**src/sv/ezq_pkg.sv**
```systemverilog
// ----------------------------------------------------------------------------
// ezq_pkg: shared constants for the Euler ZYX to quaternion converter
// Formats, CORDIC working width, angle limits and the arctangent table.
// ----------------------------------------------------------------------------
package ezq_pkg;

    // Field formats.
    localparam int ANGLE_WIDTH   = 16;
    localparam int QUAT_WIDTH    = 16;
    localparam int CORDIC_STAGES = 16;

    // Working precision of the CORDIC and product datapath.
    localparam int WORK_FRAC  = 30;
    localparam int WORK_WIDTH = 34;
    localparam int PROD_WIDTH = 2 * WORK_WIDTH;

    // Angle format Q3.F and the shift that gives the half angle at 2^-30.
    localparam int ANGLE_FRAC = ANGLE_WIDTH - 3;
    localparam int HALF_SHIFT = 29 - ANGLE_FRAC;

    // Pi at 2^-60, and pi rounded to the angle format.
    localparam logic [63:0] PI_2P60 = 64'h3243F6A8885A308D;
    localparam logic [63:0] PI_ANGLE_U =
        (PI_2P60 + (64'd1 << (59 - ANGLE_FRAC))) >> (60 - ANGLE_FRAC);
    localparam logic signed [ANGLE_WIDTH-1:0] PI_ANGLE = ANGLE_WIDTH'(PI_ANGLE_U);

    // CORDIC start value: the reciprocal of the limit gain at 2^-30.
    localparam logic signed [WORK_WIDTH-1:0] CORDIC_GAIN = WORK_WIDTH'(652032874);

    // Output rounding shift and saturation bounds.
    localparam int OUT_SHIFT = 2 * WORK_FRAC - (QUAT_WIDTH - 1);
    localparam logic signed [PROD_WIDTH-1:0] QUAT_MAX =
        (PROD_WIDTH'(1) <<< (QUAT_WIDTH - 1)) - PROD_WIDTH'(1);
    localparam logic signed [PROD_WIDTH-1:0] QUAT_MIN = -(PROD_WIDTH'(1) <<< (QUAT_WIDTH - 1));

    // Arctangent of 2^-i at 2^-30; beyond the table it equals 2^(30-i).
    function automatic logic signed [WORK_WIDTH-1:0] atan_entry(input int idx);
        logic signed [WORK_WIDTH-1:0] val;
        case (idx)
            0:       val = WORK_WIDTH'(843314857);
            1:       val = WORK_WIDTH'(497837829);
            2:       val = WORK_WIDTH'(263043837);
            3:       val = WORK_WIDTH'(133525159);
            4:       val = WORK_WIDTH'(67021687);
            5:       val = WORK_WIDTH'(33543516);
            6:       val = WORK_WIDTH'(16775851);
            7:       val = WORK_WIDTH'(8388437);
            8:       val = WORK_WIDTH'(4194283);
            9:       val = WORK_WIDTH'(2097149);
            default: val = (idx <= 30) ? (WORK_WIDTH'(1) <<< (30 - idx)) : '0;
        endcase
        return val;
    endfunction

endpackage

```
**src/sv/ezq_lane.sv**
```systemverilog
// ----------------------------------------------------------------------------
// ezq_lane: pipelined CORDIC lane for one angle
// Clamps the angle to plus or minus pi, halves it and rotates through one
// registered stage per CORDIC iteration to give the half-angle cosine and sine.
// ----------------------------------------------------------------------------
module ezq_lane (
    input  logic                                    i_clk,
    input  logic signed [ezq_pkg::ANGLE_WIDTH-1:0]  i_angle,
    output logic signed [ezq_pkg::WORK_WIDTH-1:0]   o_cos,
    output logic signed [ezq_pkg::WORK_WIDTH-1:0]   o_sin
);
    import ezq_pkg::*;

    logic signed [WORK_WIDTH-1:0] r_x [0:CORDIC_STAGES];
    logic signed [WORK_WIDTH-1:0] r_y [0:CORDIC_STAGES];
    logic signed [WORK_WIDTH-1:0] r_z [0:CORDIC_STAGES];
    logic signed [ANGLE_WIDTH-1:0] n_clamped;

    // Clamp the angle to the nearer bound of plus or minus pi.
    always_comb begin
        if (i_angle > PI_ANGLE) begin
            n_clamped = PI_ANGLE;
        end else if (i_angle < -PI_ANGLE) begin
            n_clamped = -PI_ANGLE;
        end else begin
            n_clamped = i_angle;
        end
    end

    // Entry stage: half angle at 2^-30, vector at the reciprocal gain on the x axis.
    always_ff @(posedge i_clk) begin
        r_x[0] <= CORDIC_GAIN;
        r_y[0] <= '0;
        r_z[0] <= WORK_WIDTH'(n_clamped) <<< HALF_SHIFT;
    end

    // One rotation per stage, direction taken from the residual angle.
    for (genvar k = 0; k < CORDIC_STAGES; k++) begin : g_stage
        always_ff @(posedge i_clk) begin
            if (r_z[k] >= 0) begin
                r_x[k+1] <= r_x[k] - (r_y[k] >>> k);
                r_y[k+1] <= r_y[k] + (r_x[k] >>> k);
                r_z[k+1] <= r_z[k] - atan_entry(k);
            end else begin
                r_x[k+1] <= r_x[k] + (r_y[k] >>> k);
                r_y[k+1] <= r_y[k] - (r_x[k] >>> k);
                r_z[k+1] <= r_z[k] + atan_entry(k);
            end
        end
    end

    assign o_cos = r_x[CORDIC_STAGES];
    assign o_sin = r_y[CORDIC_STAGES];

endmodule

```
**config.mk**
```make
export PLATFORM = sky130hd
export DESIGN_NAME = ezq_lane
export DESIGN_NICKNAME = d
export VERILOG_FILES = /design/src/sv/ezq_pkg.sv /design/src/sv/ezq_lane.sv
export SDC_FILE = /design/constraint.sdc
export NUM_CORES = 2
export LEC_CHECK = 0
export BUFFER_PORTS_ARGS = -buffer_cell sky130_fd_sc_hd__buf_4
export CAP_MARGIN = 40
export CORE_MARGIN = 2
export CORE_UTILIZATION = 45
export CTS_CLUSTER_SIZE = 12
export DETAILED_ROUTE_END_ITERATION = 10
export HOLD_SLACK_MARGIN = 0.06
export SLEW_MARGIN = 10
export SYNTH_ARGS = -nofsm -noshare
export SYNTH_HDL_FRONTEND = slang
export SYNTH_SLANG_ARGS = --single-unit
```
**constraint.sdc**
```tcl
create_clock -name i_clk -period 5.8 [get_ports i_clk]
set_input_delay 1.16 -clock i_clk [delete_from_list [all_inputs] [get_ports i_clk]]
set_output_delay 1.16 -clock i_clk [all_outputs]
set_load 0.01 [all_outputs]
```
-- After elaboration in Yosys (flattened, before gate mapping)
Memory sizes are Yosys's and may differ from the RTL's.
Cells that the tools add are included.
- add/sub/neg operators: 95
- $lt $le $gt $ge: 18
- mux-type cells: 98
- bitwise logic cells: 48
- operators by type and width (cell ; number):
    34-bit 2-to-1 mux ; 48
    34-bit by 1-bit >= comparator with 1-bit output (second input constant) ; 16
    34-bit by 19-bit adder with 34-bit output ; 2
    34-bit by 20-bit adder with 34-bit output ; 2
    34-bit by 21-bit adder with 34-bit output ; 2
    34-bit by 22-bit adder with 34-bit output ; 2
    34-bit by 22-bit adder with 34-bit output (second input constant) ; 2
    34-bit by 23-bit adder with 34-bit output ; 2
    34-bit by 24-bit adder with 34-bit output ; 2
    34-bit by 25-bit adder with 34-bit output ; 2
    34-bit by 26-bit adder with 34-bit output ; 2
    34-bit by 27-bit adder with 34-bit output ; 2
    34-bit by 28-bit adder with 34-bit output ; 2
    34-bit by 29-bit adder with 34-bit output ; 2
    34-bit by 30-bit adder with 34-bit output ; 2
    34-bit by 31-bit adder with 34-bit output ; 2
    34-bit by 32-bit adder with 34-bit output ; 2
    34-bit by 33-bit adder with 34-bit output ; 2
    34-bit by 19-bit subtractor with 34-bit output ; 2
    34-bit by 20-bit subtractor with 34-bit output ; 2
    34-bit by 21-bit subtractor with 34-bit output ; 2
    34-bit by 22-bit subtractor with 34-bit output ; 2
    34-bit by 22-bit subtractor with 34-bit output (second input constant) ; 2
    34-bit by 23-bit subtractor with 34-bit output ; 2
    other kinds (45) ; 151
- flip-flop bits (word level): 0
- memory bits (writable): 1734
- input port bits: 17
- output and inout bits: 68
- word-level logic and storage cells: 262
- memories: 3
- memory list (memory ; depth ; bits a word ; read ports ; clocked after Yosys merged registers in ; write ports ; RTL line ; text):
    r_x ; 17 ; 34 ; 17 ; 0 ; 17 ; ezq_lane.sv:14 ; logic signed [WORK_WIDTH-1:0] r_x [0:CORDIC_STAGES];
    r_y ; 17 ; 34 ; 17 ; 0 ; 17 ; ezq_lane.sv:15 ; logic signed [WORK_WIDTH-1:0] r_y [0:CORDIC_STAGES];
    r_z ; 17 ; 34 ; 16 ; 0 ; 17 ; ezq_lane.sv:16 ; logic signed [WORK_WIDTH-1:0] r_z [0:CORDIC_STAGES];

-- Depth between registers and ports, before layout
- word-level depth: 4
- gate-level depth with buffers: 24
- depth with buffers taken out: 23

-- Worst setup path before layout
Ideal clock, no wire load.
- path kind: reg-to-reg
- start point: mem r_z[2][33]
- end point: mem r_z[3][32]
- library setup time: 0.072 ns
- data arrival time: 5.122 ns
- required time: 5.728 ns
- slack: 0.606 ns
- stages on the path, launching flop included: 22
- path buffers: 3
- period minus slack after synthesis: 5.194 ns
- cell sequence: dfxtp_1 clkinv_1 ha_1 nor4b_1 nand4_1 nor2_2 nor2_1 inv_1 buf_2 buf_1 buf_1 ha_1 a21o_1 a21oi_1 nor2_1 o41ai_1 nor3_1 o31a_1 a311oi_1 o21bai_1 a21oi_1 xnor2_1
- RTL lines (what ; RTL line):
    start, declared ; ezq_lane.sv:16

==> reports/metrics.cfg <==
[synthesis]
netlist_area_um2 = 101200
synth_edf_count = 0
syn_nets = 13110
synth-adder-area-share_pct = 17.10
yosysTopAreaCell = dfxtp_1
avgSynthCellArea_um2 = 8.624
ys.flop_type = dfxtp_1
yosys_warnings = 0
synth_common_cells = 1,382 x dfxtp_1, 1,319 x ha_1, 1,175 x xnor2_1
synth_compound_gate_area_share_pct = 22.62
synth_top_family_by_area = compound AO/OA/AOI/OAI gates
ys_seq_elements = 1382
muxShareOfSynthArea_pct = 0.4625
synth_most_common_cell = dfxtp_1
synth_top_area_share_pct = 27.34
ys_seq_area_share_pct = 27.34
synthCells = 11730
synthTopCellsByArea = dfxtp_1 27%, ha_1 16%, xnor2_1 10%
synth_simple_gate_area_share_pct = 14.69
synthDistinctLibCells = 100
async_reset_ff_share_pct = 0
synth-xor-area-share_pct = 15.32

[critical_path]
reg2reg_depth = 20
crit_required_ns = 6.55
r2r-start = r_z[9][32]
cp-end-kind = register
critPathArrivalTime_ns = 6.14
regToRegSetupSlack_ns = 0.41
crit_type = register to register
path_max_fanout = 21
rr_endpoint = r_x[10][33]
cp-start-kind = register

[die]
rows = 174
initial_core_util_pct = 45.12
die-area_um2 = 228600
die_h_um = 478.2
ios = 85
die_w_um = 478.2
design.core.area_um2 = 224200

[clock_network]
cts_buffer_depth = 3
clk_pin_slew_worst_paths_ns = 0.06
cts_tree = yes
worstSkewPairLatency_ns = 0.83
cts_buffers = 167
cts-root-buf = clkbuf_16
clock_sinks = 1382
cts_max_level = 4

[min_path]
hold_start = r_z[11][16]
min_to = r_z[12][16]
hold_path.class = register to register
min_delay_path_depth = 0

[detailed_routing]
via_count = 85610
drt-initial-drc-count = 5713
wire_per_inst_um = 18.60
first_pass_iters = 8
drc = 0
viasPerCell = 5.694
antenna_left = 0
routed_wl_um = 279700

[grt]
grt_pass1_wl_um = 446100
antenna_found_initial = 10
grt_pass1_vias = 82870
grt_usage_pct = 23.79
grt_max_degree = 60
grt_overflow = 0

[timing]
drv_slew = 0
tightest_slew_ns = 0.9980
clock_skew_ns = 0.05881
max_freq_ghz = 0.1857
setup_viol = 0
fin_crit_ns = 5.385
relSlewSlack_pct = 32.85
whs_ns = 0.2789
fin_crit_sh_pct = 92.85
finalHoldViolations = 0

[layout]
nNetsFinal = 13280
n_fill_cell = 21300
drive_above_1_share_pct = 5.291
postLayoutCoreUtil_pct = 49.81
instances_no_fill = 15040
area_growth_pct = 10.40
final_area_um2 = 111700

[status]
status = finished, final reports clean

[place]
place_area_um2 = 105600
io_buffers = 84
dp.cells = 14730
place.gp.congestion = 0.9305
dp_hpwl_um = 228000

[flow_run]
maxCapViolCount = 0

[layout by cell type (no fill, tap or decap), types with 61 or more instances in the layout]
| master | synthesis | layout |
|---|---|---|
| ha_1 | 1319 | 1319 |
| clkbuf_16 | 0 | 168 |
| o21ai_0 | 690 | 689 |
| nor2b_1 | 158 | 158 |
| nor2_1 | 777 | 774 |
| xor2_1 | 595 | 595 |
| o31ai_1 | 205 | 205 |
| or4_1 | 80 | 80 |
| a211oi_1 | 74 | 72 |
| o41ai_1 | 82 | 82 |
| a21o_1 | 566 | 566 |
| inv_1 | 497 | 496 |
| and3_1 | 118 | 118 |
| o21bai_1 | 180 | 180 |
| xnor2_1 | 1175 | 1175 |
| nor4_1 | 83 | 83 |
| a21oi_1 | 1014 | 1014 |
| nor3_1 | 214 | 214 |
| nand3_1 | 199 | 199 |
| dfxtp_1 | 1382 | 1378 |
| buf_4 | 0 | 155 |
| o21a_1 | 188 | 187 |
| nand2b_1 | 216 | 216 |
| or3_1 | 152 | 152 |
| or2_2 | 61 | 61 |
| nand2_1 | 686 | 686 |
| a31oi_1 | 88 | 87 |
| nand4_1 | 88 | 88 |
[layout make-up]
cell class / instances / area (um2) / area share (%)
clock buffer: 231 / 4801 / 4.298
multi-input combinational: 9689 / 71080 / 63.63
antenna: 4 / 10.01 / 0.008961
timing repair buffer: 160 / 1259 / 1.127
sequential: 1382 / 27670 / 24.77
tap: 2992 / 3744 / 3.352
inverter: 504 / 1892 / 1.694
clock inverter: 74 / 1245 / 1.115
[worst max-delay path by stage]
| stage | from | endpoint | slack, ns | cells after the start |
|---|---|---|---|---|
| 6_report | r_z[9][32] | r_x[10][33] | 0.41 | 20 |
| 5_1_grt | r_z[4][33] | r_x[5][32] | -0.02 | 22 |
| 4_1_cts | r_x[14][15] | r_y[15][32] | 0.31 | 18 |
| 3_5_place_dp | r_z[4][33] | r_x[5][32] | 0.38 | 22 |
| 3_3_place_gp | r_z[4][33] | r_x[5][32] | 0.42 | 22 |
| 2_1_floorplan | r_z[2][33] | r_z[3][32] | 0.61 | 21 |
[metal layers]
| metal | track usage [%] | wire [um] | part of all wire (%) |
|---|---|---|---|
| met5 | 0 | 0 | 0 |
| met3 | 2.734 | 12500 | 4.5 |
| met1 | 31.76 | 130500 | 47 |
| met2 | 40.42 | 129600 | 46 |
| met4 | 6.439 | 7148 | 2.6 |
[flip-flops by register name (all words and copies together) (netlist names)]
register / cells
r_y: 509
r_z: 389
r_x: 484
[metrics by stage]
step | TNS (ns) | setup WS, ns
floorplan | 0 | 0.6056
global placement | 0 | 0.4221
detailed placement | 0 | 0.3823
CTS | 0 | 0.3100
global route | -0.01759 | -0.01759
finish | 0 | 0.4147
[critical path: stages, from the launching register on]
cell and delay, ns:
dfxtp_1 0.34, inv_1 0.05, ha_1 0.19, nor4b_1 0.15, nand4_1 0.14, o21a_2 0.47
clkinv_1 0.52, a21oi_1 0.31, xnor2_1 0.16, ha_1 0.33, a21o_1 0.19, a21oi_1 0.16
o221a_2 0.23, nand3_1 0.08, a31oi_1 0.35, o311ai_0 0.31, o311ai_0 0.54, nand3_1 0.18
a31o_2 0.28, a21oi_1 0.20, xnor2_1 0.14
[what timing repair did]
item / CTS / global route
hold buffers: 0 / 0
gates resized for setup: 0 / 7
buffers inserted: 0 / 0
hold endpoints to repair: 0 / 0
endpoints found under the setup margin: 0 / 7
[logic make-up after synthesis]
kind of cell	Yosys count
fa+ha+maj	1359
flops	1382
compound gates	3537
buf+inv	661
mux	45
xor+xnor	1770
simple gates	2978
Power is not shown: default switching activity piles up to over one toggle a cycle in this logic, so the estimate is an artifact.
